==> src/rtl/sbfr_pkg.sv <==
// Shared constants and types for the servo bus frame receiver.
// No dependencies; the parser, the result register and the top level use this package.
`timescale 1ns / 1ps

package sbfr_pkg;

   // Default upper bound on the length byte of a frame.
   localparam int MAX_LEN_DEFAULT = 7;

   // Shortest legal length byte: id, length and command only.
   localparam int MIN_LEN = 3;

   // Number of parameter bytes that a result word reports.
   localparam int NUM_PARAMS = 4;

   // Reset value of the header byte register.
   localparam logic [7:0] HEADER_RESET = 8'h55;

   // Byte positions inside a frame, counted from the first header byte.
   localparam int ID_INDEX          = 2;
   localparam int LEN_INDEX         = 3;
   localparam int CMD_INDEX         = 4;
   localparam int FIRST_PARAM_INDEX = 5;

   // Length register value while hunting for a frame.
   localparam int IDLE_LEN = 2;

   // Frame status codes.
   localparam logic STATUS_OK        = 1'b0;
   localparam logic STATUS_SUM_ERROR = 1'b1;

   typedef struct packed {
      logic                         frame_status;
      logic [7:0]                   servo_id;
      logic [7:0]                   command_code;
      logic [NUM_PARAMS-1:0][7:0]   params;
      logic [2:0]                   param_count;
   } result_type;

endpackage

==> src/rtl/sbfr_req_if.sv <==
// Input channel of the servo bus frame receiver: one received byte per word.
// Depends on nothing.
`timescale 1ns / 1ps

interface sbfr_req_if;
   logic       valid;
   logic       ready;
   logic [7:0] rx_byte;

   modport source (output valid, output rx_byte, input ready);
   modport sink   (input valid, input rx_byte, output ready);
endinterface

==> src/rtl/sbfr_rsp_if.sv <==
// Result channel of the servo bus frame receiver: one word per finished frame.
// Depends on nothing.
`timescale 1ns / 1ps

interface sbfr_rsp_if;
   logic       valid;
   logic       ready;
   logic       frame_status;
   logic [7:0] servo_id;
   logic [7:0] command_code;
   logic [7:0] param_0;
   logic [7:0] param_1;
   logic [7:0] param_2;
   logic [7:0] param_3;
   logic [2:0] param_count;

   modport source (output valid, output frame_status, output servo_id,
                   output command_code, output param_0, output param_1,
                   output param_2, output param_3, output param_count,
                   input ready);
   modport sink   (input valid, input frame_status, input servo_id,
                   input command_code, input param_0, input param_1,
                   input param_2, input param_3, input param_count,
                   output ready);
endinterface

==> src/rtl/sbfr_parser.sv <==
// Frame parser: hunting, header counting, field capture and checksum check.
// Depends on sbfr_pkg for constants and the result word type.
`timescale 1ns / 1ps

module sbfr_parser #(
   parameter int MAX_LEN = sbfr_pkg::MAX_LEN_DEFAULT
) (
   input  logic                  clock,
   input  logic                  reset,
   input  logic                  step,
   input  logic [7:0]            rx_byte,
   input  logic [7:0]            header_byte,
   output logic                  res_valid,
   output sbfr_pkg::result_type  res
);

   // The byte index reaches MAX_LEN + 2 at the checksum byte.
   localparam int IDX_W = $clog2(MAX_LEN + 3);
   localparam int LEN_W = $clog2(MAX_LEN + 1);
   localparam int CNT_W = LEN_W + 1;
   localparam int PAR_W = $clog2(sbfr_pkg::NUM_PARAMS);

   logic [1:0]       headers_seen_ff, headers_seen_in;
   logic             in_frame_ff, in_frame_in;
   logic [IDX_W-1:0] byte_index_ff, byte_index_in;
   logic [LEN_W-1:0] frame_length_ff, frame_length_in;
   logic [7:0]       running_sum_ff, running_sum_in;
   logic [7:0]       held_id_ff, held_id_in;
   logic [7:0]       held_command_ff, held_command_in;
   logic [7:0]       param_store_ff [sbfr_pkg::NUM_PARAMS];

   logic             param_we;
   logic [IDX_W-1:0] param_slot;
   logic [1:0]       seen_inc;
   logic [CNT_W-1:0] count_full;
   logic [2:0]       count_sat;

   always_comb begin
      headers_seen_in = headers_seen_ff;
      in_frame_in     = in_frame_ff;
      byte_index_in   = byte_index_ff;
      frame_length_in = frame_length_ff;
      running_sum_in  = running_sum_ff;
      held_id_in      = held_id_ff;
      held_command_in = held_command_ff;
      param_we        = 1'b0;
      param_slot      = byte_index_ff - IDX_W'(sbfr_pkg::FIRST_PARAM_INDEX);
      seen_inc        = headers_seen_ff + 2'd1;
      res_valid       = 1'b0;

      count_full = {1'b0, frame_length_ff} - CNT_W'(sbfr_pkg::MIN_LEN);
      if (count_full > CNT_W'(sbfr_pkg::NUM_PARAMS)) begin
         count_sat = 3'(sbfr_pkg::NUM_PARAMS);
      end else begin
         count_sat = 3'(count_full);
      end

      res.servo_id     = held_id_ff;
      res.command_code = held_command_ff;
      res.param_count  = count_sat;
      if (~running_sum_ff == rx_byte) begin
         res.frame_status = sbfr_pkg::STATUS_OK;
      end else begin
         res.frame_status = sbfr_pkg::STATUS_SUM_ERROR;
      end
      // Slots beyond the frame's parameter count read as zero.
      for (int k = 0; k < sbfr_pkg::NUM_PARAMS; k++) begin
         res.params[k] = (3'(k) < count_sat) ? param_store_ff[k] : 8'h00;
      end

      if (step) begin
         if (!in_frame_ff) begin
            if (rx_byte == header_byte) begin
               if (seen_inc >= 2'd2) begin
                  headers_seen_in = 2'd0;
                  in_frame_in     = 1'b1;
                  byte_index_in   = IDX_W'(sbfr_pkg::ID_INDEX);
               end else begin
                  headers_seen_in = seen_inc;
               end
            end else begin
               headers_seen_in = 2'd0;
            end
         end else if (byte_index_ff == IDX_W'(sbfr_pkg::ID_INDEX)) begin
            held_id_in     = rx_byte;
            running_sum_in = rx_byte;
            byte_index_in  = byte_index_ff + IDX_W'(1);
         end else if (byte_index_ff == IDX_W'(sbfr_pkg::LEN_INDEX)) begin
            if (rx_byte < 8'(sbfr_pkg::MIN_LEN) || rx_byte > 8'(MAX_LEN)) begin
               // Bad length: drop the frame and hunt again.
               in_frame_in     = 1'b0;
               headers_seen_in = 2'd0;
               byte_index_in   = '0;
               frame_length_in = LEN_W'(sbfr_pkg::IDLE_LEN);
            end else begin
               frame_length_in = LEN_W'(rx_byte);
               running_sum_in  = running_sum_ff + rx_byte;
               byte_index_in   = byte_index_ff + IDX_W'(1);
            end
         end else if (byte_index_ff == IDX_W'(sbfr_pkg::CMD_INDEX)) begin
            held_command_in = rx_byte;
            running_sum_in  = running_sum_ff + rx_byte;
            byte_index_in   = byte_index_ff + IDX_W'(1);
         end else if (byte_index_ff <
                      IDX_W'(frame_length_ff) + IDX_W'(sbfr_pkg::ID_INDEX)) begin
            // Parameters past the stored slots only enter the sum.
            param_we       = (param_slot < IDX_W'(sbfr_pkg::NUM_PARAMS));
            running_sum_in = running_sum_ff + rx_byte;
            byte_index_in  = byte_index_ff + IDX_W'(1);
         end else begin
            // Checksum byte: report the frame and hunt again.
            res_valid       = 1'b1;
            in_frame_in     = 1'b0;
            headers_seen_in = 2'd0;
            byte_index_in   = '0;
            frame_length_in = LEN_W'(sbfr_pkg::IDLE_LEN);
         end
      end
   end

   always_ff @(posedge clock) begin
      if (reset) begin
         headers_seen_ff <= 2'd0;
         in_frame_ff     <= 1'b0;
         byte_index_ff   <= '0;
         frame_length_ff <= LEN_W'(sbfr_pkg::IDLE_LEN);
         running_sum_ff  <= 8'h00;
      end else begin
         headers_seen_ff <= headers_seen_in;
         in_frame_ff     <= in_frame_in;
         byte_index_ff   <= byte_index_in;
         frame_length_ff <= frame_length_in;
         running_sum_ff  <= running_sum_in;
      end
   end

   always_ff @(posedge clock) begin
      held_id_ff      <= held_id_in;
      held_command_ff <= held_command_in;
      if (param_we) begin
         param_store_ff[param_slot[PAR_W-1:0]] <= rx_byte;
      end
   end

endmodule

==> src/rtl/sbfr_out_reg.sv <==
// Result register: holds one result word until the sink takes it.
// Depends on sbfr_pkg for the result word type.
`timescale 1ns / 1ps

module sbfr_out_reg (
   input  logic                  clock,
   input  logic                  reset,
   input  logic                  load,
   input  sbfr_pkg::result_type  load_data,
   input  logic                  out_ready,
   output logic                  out_valid,
   output sbfr_pkg::result_type  out_data,
   output logic                  busy
);

   logic                 valid_ff, valid_in;
   sbfr_pkg::result_type data_ff, data_in;

   always_comb begin
      valid_in = valid_ff;
      data_in  = data_ff;
      if (load) begin
         valid_in = 1'b1;
         data_in  = load_data;
      end else if (out_ready) begin
         valid_in = 1'b0;
      end
   end

   always_ff @(posedge clock) begin
      if (reset) begin
         valid_ff <= 1'b0;
      end else begin
         valid_ff <= valid_in;
      end
   end

   always_ff @(posedge clock) begin
      data_ff <= data_in;
   end

   assign out_valid = valid_ff;
   assign out_data  = data_ff;
   // The register can take a new word when empty or emptied this cycle.
   assign busy      = valid_ff && !out_ready;

endmodule

==> src/rtl/servo_bus_frame_receiver.sv <==
// Top level of the servo bus frame receiver: header register, input stage,
// parser and result register. Depends on sbfr_pkg, sbfr_req_if, sbfr_rsp_if,
// sbfr_parser and sbfr_out_reg.
`timescale 1ns / 1ps

// The receiver takes serial bytes, one per word on the req channel, and
// looks for two consecutive bytes equal to the header register (0x55 after
// reset, changed through csr_wr_en / csr_wr_data; the user must do so only
// while the block is idle, as the block itself does not enforce it). After
// the headers come an id byte, a length byte, a command byte, length - 3
// parameter bytes and a checksum byte. A length below 3 or above MAX_LEN
// drops the frame without a result and hunting starts again. At the checksum
// byte one word goes out on the rsp channel: frame_status is 0 when the
// received byte equals the inverted low byte of the sum from the id byte
// through the last parameter, and 1 otherwise. The first four parameters are
// reported, unused slots read as zero, and param_count gives how many are
// valid. The block accepts one byte word every clock cycle while the rsp side
// keeps up, as the parser's state update is combinational. A byte is
// registered in the input register on acceptance and parsed from there;
// the result register loads the word when its checksum byte is parsed.
// While a result word waits unaccepted in the result register, the parser
// holds; the req side then takes at most one more byte into the input
// register and stalls. Both resume in the cycle the waiting word is taken.

module servo_bus_frame_receiver #(
   parameter int MAX_LEN = sbfr_pkg::MAX_LEN_DEFAULT
) (
   input  logic        clock,
   input  logic        reset,
   input  logic        csr_wr_en,
   input  logic [7:0]  csr_wr_data,
   sbfr_req_if.sink    req_chan,
   sbfr_rsp_if.source  rsp_chan
);

   logic [7:0] header_byte_ff, header_byte_in;

   // Input stage.
   logic       in_valid_ff, in_valid_in;
   logic [7:0] in_byte_ff, in_byte_in;

   logic                 step;
   logic                 out_busy;
   logic                 res_valid;
   sbfr_pkg::result_type res;
   sbfr_pkg::result_type rsp_data;

   // The user must write the header only with no frame in flight; not enforced.
   assign header_byte_in = csr_wr_en ? csr_wr_data : header_byte_ff;

   always_ff @(posedge clock) begin
      if (reset) begin
         header_byte_ff <= sbfr_pkg::HEADER_RESET;
      end else begin
         header_byte_ff <= header_byte_in;
      end
   end

   // The parser consumes the held byte unless a finished word is still
   // waiting in the result register.
   assign step           = in_valid_ff && !out_busy;
   assign req_chan.ready = !in_valid_ff || step;

   always_comb begin
      in_valid_in = in_valid_ff;
      in_byte_in  = in_byte_ff;
      if (req_chan.ready) begin
         in_valid_in = req_chan.valid;
         in_byte_in  = req_chan.rx_byte;
      end
   end

   always_ff @(posedge clock) begin
      if (reset) begin
         in_valid_ff <= 1'b0;
      end else begin
         in_valid_ff <= in_valid_in;
      end
   end

   always_ff @(posedge clock) begin
      in_byte_ff <= in_byte_in;
   end

   sbfr_parser #(
      .MAX_LEN (MAX_LEN)
   ) u_parser (
      .clock       (clock),
      .reset       (reset),
      .step        (step),
      .rx_byte     (in_byte_ff),
      .header_byte (header_byte_ff),
      .res_valid   (res_valid),
      .res         (res)
   );

   sbfr_out_reg u_out_reg (
      .clock     (clock),
      .reset     (reset),
      .load      (res_valid),
      .load_data (res),
      .out_ready (rsp_chan.ready),
      .out_valid (rsp_chan.valid),
      .out_data  (rsp_data),
      .busy      (out_busy)
   );

   assign rsp_chan.frame_status = rsp_data.frame_status;
   assign rsp_chan.servo_id     = rsp_data.servo_id;
   assign rsp_chan.command_code = rsp_data.command_code;
   assign rsp_chan.param_0      = rsp_data.params[0];
   assign rsp_chan.param_1      = rsp_data.params[1];
   assign rsp_chan.param_2      = rsp_data.params[2];
   assign rsp_chan.param_3      = rsp_data.params[3];
   assign rsp_chan.param_count  = rsp_data.param_count;

endmodule
==> src/flat_wrapper.sv <==
// flat-port wrapper written by rule: the top's interface ports become plain ports
module servo_bus_frame_receiver_flat 
#(
   parameter int MAX_LEN = sbfr_pkg::MAX_LEN_DEFAULT
)
  (clock, reset, csr_wr_en, csr_wr_data, req_chan_valid, req_chan_rx_byte, req_chan_ready, rsp_chan_valid, rsp_chan_frame_status, rsp_chan_servo_id, rsp_chan_command_code, rsp_chan_param_0, rsp_chan_param_1, rsp_chan_param_2, rsp_chan_param_3, rsp_chan_param_count, rsp_chan_ready);
  sbfr_req_if req_chan_i ();
  sbfr_rsp_if rsp_chan_i ();
  input  logic clock;
  input  logic reset;
  input  logic csr_wr_en;
  input  logic [7:0] csr_wr_data;
  input wire logic [$bits(req_chan_i.valid)-1:0] req_chan_valid;
  input wire logic [$bits(req_chan_i.rx_byte)-1:0] req_chan_rx_byte;
  output wire logic [$bits(req_chan_i.ready)-1:0] req_chan_ready;
  output wire logic [$bits(rsp_chan_i.valid)-1:0] rsp_chan_valid;
  output wire logic [$bits(rsp_chan_i.frame_status)-1:0] rsp_chan_frame_status;
  output wire logic [$bits(rsp_chan_i.servo_id)-1:0] rsp_chan_servo_id;
  output wire logic [$bits(rsp_chan_i.command_code)-1:0] rsp_chan_command_code;
  output wire logic [$bits(rsp_chan_i.param_0)-1:0] rsp_chan_param_0;
  output wire logic [$bits(rsp_chan_i.param_1)-1:0] rsp_chan_param_1;
  output wire logic [$bits(rsp_chan_i.param_2)-1:0] rsp_chan_param_2;
  output wire logic [$bits(rsp_chan_i.param_3)-1:0] rsp_chan_param_3;
  output wire logic [$bits(rsp_chan_i.param_count)-1:0] rsp_chan_param_count;
  input wire logic [$bits(rsp_chan_i.ready)-1:0] rsp_chan_ready;
  assign req_chan_i.valid = req_chan_valid;
  assign req_chan_i.rx_byte = req_chan_rx_byte;
  assign req_chan_ready = req_chan_i.ready;
  assign rsp_chan_valid = rsp_chan_i.valid;
  assign rsp_chan_frame_status = rsp_chan_i.frame_status;
  assign rsp_chan_servo_id = rsp_chan_i.servo_id;
  assign rsp_chan_command_code = rsp_chan_i.command_code;
  assign rsp_chan_param_0 = rsp_chan_i.param_0;
  assign rsp_chan_param_1 = rsp_chan_i.param_1;
  assign rsp_chan_param_2 = rsp_chan_i.param_2;
  assign rsp_chan_param_3 = rsp_chan_i.param_3;
  assign rsp_chan_param_count = rsp_chan_i.param_count;
  assign rsp_chan_i.ready = rsp_chan_ready;
  servo_bus_frame_receiver #(.MAX_LEN(MAX_LEN)) u_core (.clock(clock), .reset(reset), .csr_wr_en(csr_wr_en), .csr_wr_data(csr_wr_data), .req_chan(req_chan_i), .rsp_chan(rsp_chan_i));
endmodule
==> config.mk <==
export PLATFORM = sky130hd
export DESIGN_NAME = servo_bus_frame_receiver_flat
export DESIGN_NICKNAME = d
export VERILOG_FILES = /design/src/rtl/sbfr_pkg.sv /design/src/rtl/sbfr_req_if.sv /design/src/rtl/sbfr_rsp_if.sv /design/src/rtl/sbfr_parser.sv /design/src/rtl/sbfr_out_reg.sv /design/src/rtl/servo_bus_frame_receiver.sv /design/src/flat_wrapper.sv
export SDC_FILE = /design/constraint.sdc
export NUM_CORES = 1
export LEC_CHECK = 0
export ABC_AREA = 1
export BUFFER_PORTS_ARGS = -buffer_cell sky130_fd_sc_hd__buf_2
export CAP_MARGIN = 20
export CORE_MARGIN = 1
export CORE_UTILIZATION = 55
export CTS_CLUSTER_SIZE = 24
export DETAILED_ROUTE_END_ITERATION = 7
export GPL_ROUTABILITY_DRIVEN = 0
export PLACE_DENSITY = 0.77
export SLEW_MARGIN = 10
export SYNTH_ARGS = -nofsm -noshare
export SYNTH_HDL_FRONTEND = slang
export SYNTH_SLANG_ARGS = --single-unit
==> constraint.sdc <==
create_clock -name clock -period 6.1 [get_ports clock]
set_input_delay 0.61 -clock clock [delete_from_list [all_inputs] [get_ports clock]]
set_output_delay 0.61 -clock clock [all_outputs]
set_load 0.1 [all_outputs]
==> results_dict.tcl <==
set metrics [dict create \
    yosys.area.top_type "edfxtp_1" \
    grt_pass1_vias 3402 \
    drt_first_iter_violations 226 \
    numCtsBuffers 17 \
    cts_resized 0 \
    io_pins 75 \
    track_usage_pct 21.9 \
    fmax_ghz 0.360 \
    fin_skew_ps 7.32 \
    cts_tree "done" \
    synth_edf_count 108 \
    status "complete, no violations" \
    fin_nets 622 \
    worstMarginPinSlew_ps 1050 \
    period_share_pct 45.5 \
    drv_cap 0 \
    yosysTopAreaCellShare_pct 57.4 \
    cpPeakStageDelay_ps 730 \
    fp.dieArea_um2 10700 \
    relSlewSlack_pct 30.0 \
    yosys-top-cells-area "edfxtp_1 57%, dfxtp_1 9.9%, nand2_1 6.6%" \
    grt-ovfl-total 0 \
    layoutNonFillerInstCount 725 \
    syn-cell-area_um2 5650 \
    use_met2_pct 36.5 \
    r2r_cells 11 \
    grt_first_pass_wirelength_mm 16.7 \
    antenna_found_initial 0 \
    clock_sinks 136 \
    async_reset_ff_share_pct 0 \
    use_met3_pct 6.12 \
    ir_drop_v 0.000161 \
    power_density_nw_per_um2 299 \
    drc 0 \
    portBuffers 74 \
    rsz0062_at_grt "false" \
    tns_ps 0 \
    p_total_uw 2010 \
    core_area_um2 9860 \
    hold_path_class "input port to flip-flop" \
    h-tree-depth 4 \
    hold_viol_final 0 \
    drt-pass1-iter-count 4 \
    synth.most_common_cell "edfxtp_1" \
    synthCells 491 \
    startpoint_type "flip-flop" \
    crit_slowest_cell "inv_2" \
    area_growth_pct 18.9 \
    period_needed_ps 2770 \
    design_area_um2 6710 \
    busiest_layer "met2" \
    drive_gt1_share_pct 21.1 \
    worst_setup_path_end_kind "flip-flop" \
    hold_ws_ps 259 \
    place_inst 692 \
    initial_core_util_pct 57.2 \
    grt_start_max_net_pins 53 \
    finalSetupViolCount 0 \
    clock_path_buffers 2 \
    antenna_left 0 \
    finalMaxSlewViolations 0 \
    yosysSeqAreaShare_pct 67.4 \
    wirelength_mm 10.5 \
    hold_buffers 0 \
    hold_path_depth 1 \
    crit_chain "inv_1, ha_1, ha_1, nand2_1, inv_1, nand2_1, nand2_1, nand2_1, nor2_1, nand2_1, inv_2" \
    row_count 36 \
    synth-seq-cells 136 \
    cp_max_fo 52 \
    synthTopCellsByCount "108 x edfxtp_1, 99 x nand2_1, 72 x inv_1" \
    cts_setup_buffers 0 \
    grt_use_met1_pct 27.2 \
    yosysWarnings 0 \
    crit_required_ps 6240 \
    via_per_inst 4.97 \
    die_x_um 103 \
    clkLatencyLatePin_ps 530 \
    synth_area_per_cell_um2 11.5 \
    num_vias 3602 \
    diodes 0 \
    clk_pin_slew_ps 60 \
    fp.dieH_um 103 \
    cpMostUsedCell "nand2_1" \
    syn-num-nets 534 \
    synth_ff_type "edfxtp_1" \
    wl_per_cell_um 14.5 \
    leakage_uw 0.00280 \
    dpl.hpwl_mm 6.99 \
    synthDistinctLibCells 38 \
    cp.arrival_ps 2920 \
    critical_path_class "flip-flop to flip-flop" \
    place_area_um2 6140 \
    cts-root-buf "clkbuf_8" \
]
cells by family (layout without fill, tap and decap cells):
| logic type | after synthesis | in the layout | share of synthesized area, % |
|---|---|---|---|
| and+or+nand+nor | 188 | 188 | 14.7 |
| DFF | 136 | 136 | 67.4 |
| buffers and inverters | 82 | 183 | 5.90 |
| AOI/OAI and AO/OA | 50 | 50 | 4.99 |
| adders and majority gates | 22 | 22 | 5.01 |
| xor gates and xnor gates | 13 | 13 | 2.02 |
through the flow:
| step | util, % | worst slack, ps |
|---|---|---|
| after global placement | 62.2 | 3480 |
| after global routing | 68.0 | 3140 |
| after floorplan | - | 3270 |
| after detailed placement | 62.2 | 3350 |
| final | 68.0 | 3330 |
| after CTS | 68.0 | 3310 |
area by class of cell:
cell class                      count  area (um^2)
Clock buffer                       17          414
Clock inverter                     15          154
Fill cell                         704         3150
Inverter                           76          290
Multi-Input combinational cell    273         1510
Sequential cell                   136         3800
Tap cell                          133          166
Timing Repair Buffer               75          375
registers in the layout, indices dropped and copies added, names as in the netlist:
register	cells
u_core.header_byte_ff	8
u_core.in_byte_ff	8
u_core.in_valid_ff	1
u_core.u_out_reg.out_data	52
u_core.u_out_reg.out_valid	1
u_core.u_parser.byte_index_ff	4
u_core.u_parser.frame_length_ff	3
u_core.u_parser.headers_seen_ff	2
u_core.u_parser.held_command_ff	8
u_core.u_parser.held_id_ff	8
u_core.u_parser.in_frame_ff	1
u_core.u_parser.param_store_ff	32
u_core.u_parser.running_sum_ff	8
worst max-delay path: cells and delay by family (launching register included):
family / cells / cell delay [ps]
flip-flops: 1 / 410
adder cells (fa/ha/maj): 2 / 570
buffers and inverters: 3 / 840
AND/OR/NAND/NOR: 6 / 530
metal layers:
layer  part of all wire, %  routed length (um)  vias up
li1                      -                   -     1811
met1                    42                4380     1652
met2                    50                5220      126
met3                   7.2                 761       13
met4                   1.5                 163        0
met5                     0                   0        -
final timing paths:
kind                                                         start  slack (ps)                       endpoint
worst min-delay path                           req_chan_rx_byte[0]         260           u_core.in_byte_ff[0]
worst max register to register  u_core.u_parser.frame_length_ff[2]        3330  u_core.u_out_reg.out_data[28]
worst max-delay path            u_core.u_parser.frame_length_ff[2]        3330  u_core.u_out_reg.out_data[28]
worst min register to register  u_core.u_parser.held_command_ff[2]         420  u_core.u_out_reg.out_data[37]
report_power, final:
| part | switching, uW | total [uW] | internal [uW] |
|---|---|---|---|
| Combinational | 21.4 | 38.2 | 16.8 |
| Sequential | 15.7 | 1020 | 1000 |
| Clock | 432 | 956 | 524 |
cells in the final DEF, fill, tap and decap left out, types with 5 or more instances in the layout:
cell       netlist  layout
xor2_1           5       5
nor3_1           5       5
nand2_1         99      99
xnor2_1          8       8
clkbuf_16        0      16
nor2_1          44      44
nand3_1         22      22
a21oi_1         23      23
ha_1            21      21
dfxtp_1         28      28
o21ai_0         15      15
buf_2            1      75
edfxtp_1       108     108
inv_1           72      71
inv_6            0       5
o21ai_1          6       6
(Power assumes the default switching activity.)
